### src/hdl/mscb_pkg.sv
// ----------------------------------------------------------------------------
// mscb_pkg
// Shared types and constants for the multichannel sample capture buffer.
// ----------------------------------------------------------------------------
package mscb_pkg;

    localparam int DATA_W        = 16;
    localparam int CH_FIELD_W    = 8;
    localparam int SAMPLE_INPUTS = 6;
    localparam int FULL_BITS     = 6;

    typedef enum logic [1:0] {
        REQ_TICK     = 2'd0,
        REQ_SET_SIZE = 2'd1,
        REQ_REARM    = 2'd2,
        REQ_READ     = 2'd3
    } req_t;

    typedef enum logic [1:0] {
        STAT_OK           = 2'd0,
        STAT_BAD_CHANNEL  = 2'd1,
        STAT_TOO_LARGE    = 2'd2,
        STAT_NOT_CAPTURED = 2'd3
    } status_t;

    typedef enum logic [3:0] {
        ST_IDLE,
        ST_TICK,
        ST_SET_LOAD,
        ST_SET_SUM,
        ST_SET_CHECK,
        ST_REBASE,
        ST_READ_CHECK,
        ST_READ_WAIT,
        ST_FINISH
    } state_t;

    typedef struct packed {
        logic accept;
        logic idx_zero;
        logic idx_ch;
        logic idx_inc;
        logic acc_zero;
        logic tick_step;
        logic size_load_new;
        logic size_restore;
        logic sum_step;
        logic rebase_step;
        logic stat_bad_channel;
        logic stat_too_large;
        logic stat_not_captured;
        logic mem_rd;
        logic rd_capture;
        logic out_load;
    } dp_cmd_t;

    typedef struct packed {
        logic ch_ok;
        logic idx_last;
        logic over;
        logic beyond;
        logic out_free;
    } dp_status_t;

endpackage

### src/hdl/mscb_ctrl.sv
// ----------------------------------------------------------------------------
// mscb_ctrl
// Request sequencer: walks the channel table for ticks, size changes and
// re-basing, checks reads, and hands the result to the output register.
// ----------------------------------------------------------------------------
module mscb_ctrl
    import mscb_pkg::*;
(
    input  logic       aclk,
    input  logic       aresetn,
    input  logic       in_valid,
    input  req_t       in_req,
    output logic       in_ready,
    input  dp_status_t dp_status,
    output dp_cmd_t    dp_cmd
);

    state_t state_reg;
    state_t state_next;

    always_ff @(posedge aclk) begin
        if (!aresetn) begin
            state_reg <= ST_IDLE;
        end else begin
            state_reg <= state_next;
        end
    end

    always_comb begin
        state_next = state_reg;
        dp_cmd     = '0;
        in_ready   = 1'b0;
        case (state_reg)
            ST_IDLE: begin
                in_ready = 1'b1;
                if (in_valid) begin
                    dp_cmd.accept   = 1'b1;
                    dp_cmd.acc_zero = 1'b1;
                    case (in_req)
                        REQ_TICK: begin
                            dp_cmd.idx_zero = 1'b1;
                            state_next      = ST_TICK;
                        end
                        REQ_SET_SIZE: state_next = ST_SET_LOAD;
                        REQ_REARM: begin
                            dp_cmd.idx_zero = 1'b1;
                            state_next      = ST_REBASE;
                        end
                        REQ_READ: state_next = ST_READ_CHECK;
                        default: state_next = ST_IDLE;
                    endcase
                end
            end
            ST_TICK: begin
                dp_cmd.tick_step = 1'b1;
                if (dp_status.idx_last) begin
                    dp_cmd.idx_ch = 1'b1;
                    state_next    = ST_FINISH;
                end else begin
                    dp_cmd.idx_inc = 1'b1;
                end
            end
            ST_SET_LOAD: begin
                if (!dp_status.ch_ok) begin
                    dp_cmd.stat_bad_channel = 1'b1;
                    state_next              = ST_FINISH;
                end else begin
                    dp_cmd.size_load_new = 1'b1;
                    dp_cmd.idx_zero      = 1'b1;
                    state_next           = ST_SET_SUM;
                end
            end
            ST_SET_SUM: begin
                dp_cmd.sum_step = 1'b1;
                if (dp_status.idx_last) begin
                    dp_cmd.idx_ch = 1'b1;
                    state_next    = ST_SET_CHECK;
                end else begin
                    dp_cmd.idx_inc = 1'b1;
                end
            end
            ST_SET_CHECK: begin
                if (dp_status.over) begin
                    dp_cmd.size_restore   = 1'b1;
                    dp_cmd.stat_too_large = 1'b1;
                end
                dp_cmd.idx_zero = 1'b1;
                dp_cmd.acc_zero = 1'b1;
                state_next      = ST_REBASE;
            end
            ST_REBASE: begin
                dp_cmd.rebase_step = 1'b1;
                if (dp_status.idx_last) begin
                    dp_cmd.idx_ch = 1'b1;
                    state_next    = ST_FINISH;
                end else begin
                    dp_cmd.idx_inc = 1'b1;
                end
            end
            ST_READ_CHECK: begin
                if (!dp_status.ch_ok) begin
                    dp_cmd.stat_bad_channel = 1'b1;
                    state_next              = ST_FINISH;
                end else if (dp_status.beyond) begin
                    dp_cmd.stat_not_captured = 1'b1;
                    state_next               = ST_FINISH;
                end else begin
                    dp_cmd.mem_rd = 1'b1;
                    state_next    = ST_READ_WAIT;
                end
            end
            ST_READ_WAIT: begin
                dp_cmd.rd_capture = 1'b1;
                state_next        = ST_FINISH;
            end
            ST_FINISH: begin
                if (dp_status.out_free) begin
                    dp_cmd.out_load = 1'b1;
                    state_next      = ST_IDLE;
                end
            end
            default: state_next = ST_IDLE;
        endcase
    end

endmodule

### config.mk
export PLATFORM = sky130hd
export DESIGN_NAME = mscb_ctrl
export DESIGN_NICKNAME = d
export VERILOG_FILES = /design/src/hdl/mscb_pkg.sv /design/src/hdl/mscb_ctrl.sv
export SDC_FILE = /design/constraint.sdc
export NUM_CORES = 1
export LEC_CHECK = 0
export ABC_AREA = 1
export ABC_CLOCK_PERIOD_IN_PS = 1200
export BUFFER_PORTS_ARGS = -buffer_cell sky130_fd_sc_hd__buf_2
export CAP_MARGIN = 20
export CORE_AREA = 2 2 39 41
export CTS_CLUSTER_DIAMETER = 80
export DETAILED_ROUTE_END_ITERATION = 12
export DIE_AREA = 0 0 41 43
export GPL_ROUTABILITY_DRIVEN = 0
export PLACE_DENSITY = 0.66
export SYNTH_ARGS = -nofsm -noshare
export SYNTH_HDL_FRONTEND = slang
export SYNTH_SLANG_ARGS = --single-unit
### constraint.sdc
create_clock -name aclk -period 1.2 [get_ports aclk]
set_input_delay 0.24 -clock aclk [delete_from_list [all_inputs] [get_ports aclk]]
set_output_delay 0.24 -clock aclk [all_outputs]
set_load 0.05 [all_outputs]
==> impl_metrics.yaml, run 1 <==
logic_synthesis:
  yosysTopAreaCellShare_pct: 15.9
  synth_seq_cells: 4
  synth_compound_area_share_pct: 6.45
  synth_fa_ha_area_share_pct: 0
  synth_top_area_cell: "dfxtp_1"
  syn_avg_cell_area_um2: 5.67
  synth-xor-area-share_pct: 0
  yosys.area_share.simple_pct: 60.5
  ys_top_cells_by_area: "dfxtp_1 16%, nand2_1 13%, nand3_1 11%"
  synth_cells: 89
  synth_warnings: 0
  synthesis.nets: 99
  synth.distinct_cells: 19
  synthMuxAreaShare_pct: 0
  yosysSeqAreaShare_pct: 15.9
  syn_area_um2: 504
  synth_top_family_by_area: "simple AND/OR/NAND/NOR gates"
outcome:
  error_line: "[ERROR DPL-0038] Utilization greater than 100%, impossible to legalize"
  lastStage: "5_1_grt"
  outcome: "aborted with a tool error"
die:
  start_util_pct: 36.4
  num_rows: 14
  io_pins: 27
  dieHeight_um: 43
  die_width_um: 41
clock_network:
  cts_max_level: 1
  ctsHoldBuffers: 0
  ctsRootBufferMaster: "clkbuf_4"
  cts.sinks: 4
  clockBufferDepth: 2
  cts_made_buffers: 3
placed_design:
  port_buffers: 26
  place_hpwl_um: 1420
  dpl_worst_slack_ns: -0.322
global_routing:
  grt_max_degree: 9
sta:
  worstEpCategory: "primary output"
  worstEndpointGrtRepair: "dp_cmd[14]"
what timing repair did:
item                                    4_1_cts
pin swaps                                    10
buffers inserted                             11
endpoints found under the setup margin       21
gates resized for setup                      58
cells by family after synthesis:
kind of cell	after synthesis
compound gates	6
buf+inv	20
simple gates	59
flops	4
Yosys cell counts:
cell / count
nand2_1: 18
inv_1: 13
nor2_1: 13
nand3_1: 11
inv_2: 5
a21oi_1: 4
dfxtp_1: 4
nor2_4: 4
nand2_2: 3
nor2_2: 3
nand3_2: 2
nor4_1: 2
buf_4: 1
buf_6: 1
nand3b_1: 1
nand4_1: 1
nor3_1: 1
o211ai_1: 1
o21ai_0: 1
metrics by stage:
step / std cells / cell area, um2 / hold slack (ns) / utilization [%]
after floorplan: 89 / 666 / 0.375 / -
after CTS: 172 / 1320 / 0.244 / 95.1
after global placement: 158 / 1010 / 0.489 / 73.1
after detailed placement: 158 / 1010 / 0.493 / 73.1
==> run 2: changes to the inputs <==
--- a/config.mk
+++ b/config.mk
@@ -9,12 +9,11 @@
 export ABC_CLOCK_PERIOD_IN_PS = 1200
 export BUFFER_PORTS_ARGS = -buffer_cell sky130_fd_sc_hd__buf_2
 export CAP_MARGIN = 20
-export CORE_AREA = 2 2 39 41
-export CTS_CLUSTER_DIAMETER = 80
+export CORE_AREA = 2 2 63 65
 export DETAILED_ROUTE_END_ITERATION = 12
-export DIE_AREA = 0 0 41 43
+export DIE_AREA = 0 0 65 67
 export GPL_ROUTABILITY_DRIVEN = 0
-export PLACE_DENSITY = 0.66
+export PLACE_DENSITY_LB_ADDON = 0.15
 export SYNTH_ARGS = -nofsm -noshare
 export SYNTH_HDL_FRONTEND = slang
 export SYNTH_SLANG_ARGS = --single-unit
==> run 2 against run 1 <==
  * The flow now finishes, with violations (negative setup slack)
  * Synthesized cell count unchanged
  * Synthesized area unchanged
==> impl_metrics.yaml, run 2 <==
outcome:
  outcome: "finished, violations left"
  violations: "negative setup slack"
power:
  power.total_mw: 4.32
  power.net_switching_mw: 2.23
  p_sw_share_pct: 51.6
  vdd_drop_max_mv: 0.785
  power_frac_seq_pct: 7.6
  powerDensity_mw_per_mm2: 3000
  cell_internal_pwr_mw: 2.09
  combPwrFrac_pct: 86.0
  leakage_nw: 0.654
  pwr-share-clk_pct: 6.4
die:
  core_area_mm2: 0.00361
  die_width_um: 65
  num_rows: 22
  io_pins: 27
  dieHeight_um: 67
  die_area_mm2: 0.00436
  start_util_pct: 14.0
logic_synthesis:
  yosysTopAreaCellShare_pct: 15.9
  synth.distinct_cells: 19
  yosysSeqAreaShare_pct: 15.9
  synth_top_family_by_area: "simple AND/OR/NAND/NOR gates"
  synth_fa_ha_area_share_pct: 0
  synth_top_area_cell: "dfxtp_1"
  synthMuxAreaShare_pct: 0
  yosys.area_share.simple_pct: 60.5
  synthTopCellsByCount: "18 x nand2_1, 13 x inv_1, 13 x nor2_1, 11 x nand3_1, 5 x inv_2"
  synth-xor-area-share_pct: 0
  ys_top_cells_by_area: "dfxtp_1 16%, nand2_1 13%, nand3_1 11%"
  synth_seq_cells: 4
  synthesis.nets: 99
  syn_avg_cell_area_um2: 5.67
  synth_warnings: 0
  synth.most_common_cell: "nand2_1"
  ys_async_sr_fraction_pct: 0
  syn_area_um2: 504
  synth_ff_type: "dfxtp_1"
  synth_cells: 89
  synth_compound_area_share_pct: 6.45
  synth_edf_count: 0
worst_setup_path:
  critPathMaxStageDelay_ns: 0.36
  crit_end: "dp_cmd[11]"
  path_class: "flip-flop to output pin"
  r2r_slack_ns: -0.15
  worstPathRequired_ns: 0.96
  crit_path_start_kind: "flip-flop"
  worstRegToRegCells: 11
  arrival_ns: 1.31
  worstSetupStartpoint: "state_reg[2]$_SDFFE_PN0P_"
  crit_slowest_cell: "dfxtp_4"
  timing.rr.end: "state_reg[0]$_SDFFE_PN0P_"
  rr_startpoint: "state_reg[0]$_SDFFE_PN0P_"
  worstSetupEndpointType: "output pin"
  critPathMaxFanout: 5
  path_cells: "nor2_4, buf_4, nand2_2, o21ai_4, buf_6"
sta:
  period_needed_ns: 1.55
  max_freq_mhz: 645
  tightest_slew_ns: 0.250
  finalMaxSlewViolations: 0
  timing.final.crit_share_pct: 129
  hold_violations: 0
  skew_ns: 0.000550
  slew_headroom_pct: 83.3
  rsz0062_at_grt: "yes"
  setup_slack_ns: -0.350
  setup_viol: 21
  holdWs_ns: 0.266
route:
  met2WireLength_um: 1140
  drc: 0
  vias_per_cell: 3.89
  maxUsedRoutingLayer: "met4"
  first_iter_violations: 12
  vias: 782
  met3_length_um: 53
  wl_per_cell_um: 10.4
  drtAntennaViolNets: 0
  dr.pass1.iters: 3
  wirelength_um: 2090
  wl_met1_um: 856
min_path:
  hold_path_class: "input port to flip-flop"
  hold_path_depth: 3
job:
  maxCapViolCount: 0
final_layout:
  diodes: 0
  syn_to_final_growth_pct: 186
  mostFrequentLayoutCell: "buf_4"
  largest_reg_flops: 4
  final_cell_mix: "28 x buf_4, 17 x buf_6, 14 x nor2_4"
  drive_gt1_share_pct: 76.5
  fin_nets: 165
clock_network:
  cts_max_level: 1
  cts.sinks: 4
  ctsHoldBuffers: 0
  clockBufferDepth: 2
  clk-insertion-delay-late_ns: 0.21
  cts_tree: "built"
  cts_made_buffers: 3
  clk_pin_slew_ns: 0.03
  ctsRootBufferMaster: "clkbuf_8"
global_routing:
  grt_pass1_vias: 731
  antenna_found_initial: 0
  grt_max_degree: 8
  overflow: 0
  grt_pass1_wl_um: 3300
  grt_usage_pct: 9.85
placed_design:
  port_buffers: 26
  place_hpwl_um: 1590
run 2: how the worst min path moves through the flow:
stage	slack (ns)	startpoint	to
2_1_floorplan	0.37	aresetn	state_reg[0]$_SDFFE_PN0P_
3_5_place_dp	0.49	aresetn	state_reg[0]$_SDFFE_PN0P_
6_report	0.27	aresetn	state_reg[0]$_SDFFE_PN0P_
4_1_cts	0.27	aresetn	state_reg[0]$_SDFFE_PN0P_
5_1_grt	0.28	aresetn	state_reg[0]$_SDFFE_PN0P_
3_3_place_gp	0.49	aresetn	state_reg[0]$_SDFFE_PN0P_
run 2: layout make-up:
| cell class | instances | area (um2) |
|---|---|---|
| inverter | 18 | 103 |
| timing repair buffer | 63 | 587 |
| fill | 368 | 2160 |
| tap | 48 | 60.1 |
| clock buffer | 3 | 41.3 |
| multi-input combinational | 65 | 559 |
| sequential | 4 | 92.6 |
run 2: critical path, delay by kind of cell (launching register included):
kind / cells / cell delay (ns)
flops: 1 / 0.36
simple gates: 2 / 0.28
compound gates: 1 / 0.15
buf+inv: 2 / 0.31
run 2: power groups by stage:
stage | Combinational [mW] | Clock, mW | Sequential (mW)
4_1_cts | 3.02 | 0.286 | 0.316
3_3_place_gp | 2.64 | 0 | 0.284
6_report | 3.72 | 0.279 | 0.327
5_1_grt | 3.94 | 0.298 | 0.336
3_5_place_dp | 2.63 | 0 | 0.289
2_1_floorplan | 1.85 | 0 | 0.302
run 2: cells by family (layout without fill, tap and decap cells):
| family | count (synthesis) | count (layout) |
|---|---|---|
| flip-flops | 4 | 4 |
| AND/OR/NAND/NOR | 59 | 59 |
| AO/OA/AOI/OAI | 6 | 6 |
| buffers and inverters | 20 | 84 |
run 2: per-layer routing:
metal,vias up,track usage (%)
met2,13,17.9
met1,357,11.7
met3,4,1.52
met5,-,0
met4,0,3.46
li1,408,-
run 2: timing repair:
item | 4_1_cts | 5_1_grt
endpoints found under the setup margin | 21 | 21
setup buffers | 6 | 9
pin swaps | 8 | 16
gates resized for setup | 47 | 33
gates cloned | 0 | 0
run 2: per-stage QoR:
step	TNS [ns]	util (%)	cells	setup slack, ns	area, um2
2_1_floorplan	-2.07	-	89	-0.507	666
3_3_place_gp	-2.81	28.1	185	-0.236	1010
5_1_grt	-6.31	40.0	201	-0.404	1440
3_5_place_dp	-3.03	28.1	185	-0.266	1010
6_report	-4.99	40.0	201	-0.350	1440
4_1_cts	-4.98	34.5	194	-0.374	1240
No activity file was read; power rests on OpenSTA's default activity.
==> run 3: changes to the inputs <==
--- a/config.mk
+++ b/config.mk
@@ -5,7 +5,7 @@
 export SDC_FILE = /design/constraint.sdc
 export NUM_CORES = 1
 export LEC_CHECK = 0
-export ABC_AREA = 1
+export ABC_AREA = 0
 export ABC_CLOCK_PERIOD_IN_PS = 1200
 export BUFFER_PORTS_ARGS = -buffer_cell sky130_fd_sc_hd__buf_2
 export CAP_MARGIN = 20
==> run 3 against run 2 <==
  * The run still ends with negative setup slack left
  * Core utilization shrank 3.7 points
  * Global-route usage grew 0.089 points
  * Cell area shrank 9.3%
==> impl_metrics.yaml, run 3 <==
outcome:
  outcome: "finished, violations left"
  violations: "negative setup slack"
clock_network:
  ctsHoldBuffers: 0
  cts.sinks: 4
  clockBufferDepth: 2
  cts_made_buffers: 3
  clk_pin_slew_ns: 0.03
  ctsRootBufferMaster: "clkbuf_8"
  cts_max_level: 1
  cts_tree: "built"
  clk-insertion-delay-late_ns: 0.22
min_path:
  hold_path_depth: 3
  hold_path_class: "input port to flip-flop"
sta:
  period_needed_ns: 1.65
  hold_violations: 0
  max_freq_mhz: 605
  timing.final.crit_share_pct: 138
  slew_headroom_pct: 79.8
  skew_ns: 0.000100
  setup_viol: 21
  rsz0062_at_grt: "yes"
  setup_slack_ns: -0.454
  tightest_slew_ns: 0.302
  finalMaxSlewViolations: 0
logic_synthesis:
  synth_seq_cells: 4
  synthesis.nets: 78
  synth.distinct_cells: 37
  syn_avg_cell_area_um2: 7.75
  synth_cells: 68
  synthTopCellsByCount: "8 x nor2_1, 5 x nand2b_1, 5 x nor3_1"
  synth.most_common_cell: "nor2_1"
  yosysSeqAreaShare_pct: 15.2
  synth_top_area_cell: "dfxtp_1"
  ys_async_sr_fraction_pct: 0
  ys_top_cells_by_area: "dfxtp_1 15%, nand2b_1 5.9%, nor2_1 5.7%"
  synth_warnings: 0
  synth_edf_count: 0
  syn_area_um2: 527
  synth_ff_type: "dfxtp_1"
  yosysTopAreaCellShare_pct: 15.2
final_layout:
  final_util_pct: 36.3
  largest_reg_flops: 4
  drive_gt1_share_pct: 77.2
  fin_cells: 171
  final_cell_mix: "25 x buf_6, 20 x buf_4, 9 x buf_2"
  diodes: 0
  num-fill-cells: 367
  fin_nets: 135
  syn_to_final_growth_pct: 148
  mostFrequentLayoutCell: "buf_6"
die:
  start_util_pct: 14.6
  num_rows: 22
  die_width_um: 65
  core_area_mm2: 0.00361
  io_pins: 27
  dieHeight_um: 67
  die_area_mm2: 0.00436
power:
  leakage_nw: 0.569
  powerDensity_mw_per_mm2: 2470
  vdd_drop_max_mv: 0.668
  power.total_mw: 3.23
route:
  vias_per_cell: 4.12
  dr.pass1.iters: 4
  vias: 704
  drc: 0
  first_iter_violations: 9
  drtAntennaViolNets: 0
  wirelength_um: 1990
  wl_per_cell_um: 11.6
global_routing:
  grt_max_degree: 8
  grt_pass1_wl_um: 3260
  grt_pass1_vias: 707
  overflow: 0
  antenna_found_initial: 0
  grt_usage_pct: 9.94
worst_setup_path:
  worstPathRequired_ns: 0.96
  crit_path_start_kind: "flip-flop"
  worstRegToRegCells: 6
  crit_slowest_cell: "dfxtp_4"
  worst-path-stages: 5
  critPathMaxStageDelay_ns: 0.34
  path_class: "flip-flop to output pin"
  critical_path.top_delay_family: "compound AO/OA/AOI/OAI gates"
  arrival_ns: 1.41
  path_cells: "buf_12, a2111oi_4, o21ai_1, o21ai_2, buf_6"
  worstSetupEndpointType: "output pin"
  worst-path-buf-inv: 2
  critPathMaxFanout: 3
placed_design:
  dpl.cell_count: 155
  place_hpwl_um: 1460
  port_buffers: 26
job:
  maxCapViolCount: 0
==> run 3: changes by cell type after synthesis, moves of 3 or more <==
cell      delta
inv_1        -9
inv_2        -5
nand2_1     -14
nand2_2      -3
nand2b_1     +5
nand3_1     -11
nor2_1       -5
nor2_2       -3
nor2_4       -4
nor3_1       +4
==> run 3: stage by stage <==
step	setup TNS, ns	cell area [um2]	worst slack (ns)	hold WS, ns
after floorplan	-4.52	654	-0.501	0.369
after global placement	-5.49	933	-0.439	0.537
after detailed placement	-5.52	933	-0.453	0.531
after CTS	-7.62	1280	-0.461	0.301
after global routing	-8.42	1310	-0.488	0.338
final	-7.40	1310	-0.454	0.312
==> run 3: repair_timing <==
item,4_1_cts,5_1_grt
resized for setup,61,3
setup buffers,11,2
pin swaps,12,7
setup endpoints to repair,21,21
==> run 3: metal layers <==
| metal | GRT usage (%) | up-vias | wire [um] |
|---|---|---|---|
| met5 | 0 | - | 0 |
| met4 | 5.59 | 0 | 36 |
| met3 | 1.18 | 4 | 136 |
| met2 | 17.7 | 28 | 996 |
| met1 | 11.5 | 323 | 817 |
| li1 | - | 349 | - |
==> run 3: tightest hold or removal path: cells and delay by family <==
kind,cells,cell delay [ns]
buffers and inverters,1,0.13
AOI/OAI and AO/OA,2,0.11
==> run 3: cell type report <==
| type | instances | area, um2 | share of cell area, % |
|---|---|---|---|
| tap | 48 | 60.1 | 4.59 |
| timing repair buffer | 58 | 542 | 41.4 |
| multi-input combinational | 54 | 561 | 42.8 |
| inverter | 4 | 15.0 | 1.15 |
| sequential | 4 | 90.1 | 6.88 |
| clock buffer | 3 | 41.3 | 3.15 |
==> run 3: cell families after synthesis <==
| logic type | Yosys count | share of synthesized area [%] |
|---|---|---|
| flops | 4 | 15.2 |
| mux | 2 | 3.80 |
| simple gates | 35 | 40.1 |
| buf+inv | 10 | 12.8 |
| compound gates | 17 | 28.0 |
==> run 3: path summary, 6_finish.rpt <==
path / startpoint / endpoint / slack, ns
worst min register to register: state_reg[1]$_SDFFE_PN0P_ / state_reg[1]$_SDFFE_PN0P_ / 0.67
worst min-delay path: aresetn / state_reg[0]$_SDFFE_PN0P_ / 0.31
worst max register to register: state_reg[2]$_SDFFE_PN0P_ / state_reg[1]$_SDFFE_PN0P_ / -0.37
worst max-delay path: state_reg[3]$_SDFFE_PN0P_ / dp_cmd[14] / -0.45
==> run 3: power breakdown <==
part / internal, mW / switching (mW) / total (mW)
Clock: 0.214 / 0.0751 / 0.289
Sequential: 0.201 / 0.0727 / 0.274
Combinational: 1.28 / 1.39 / 2.67
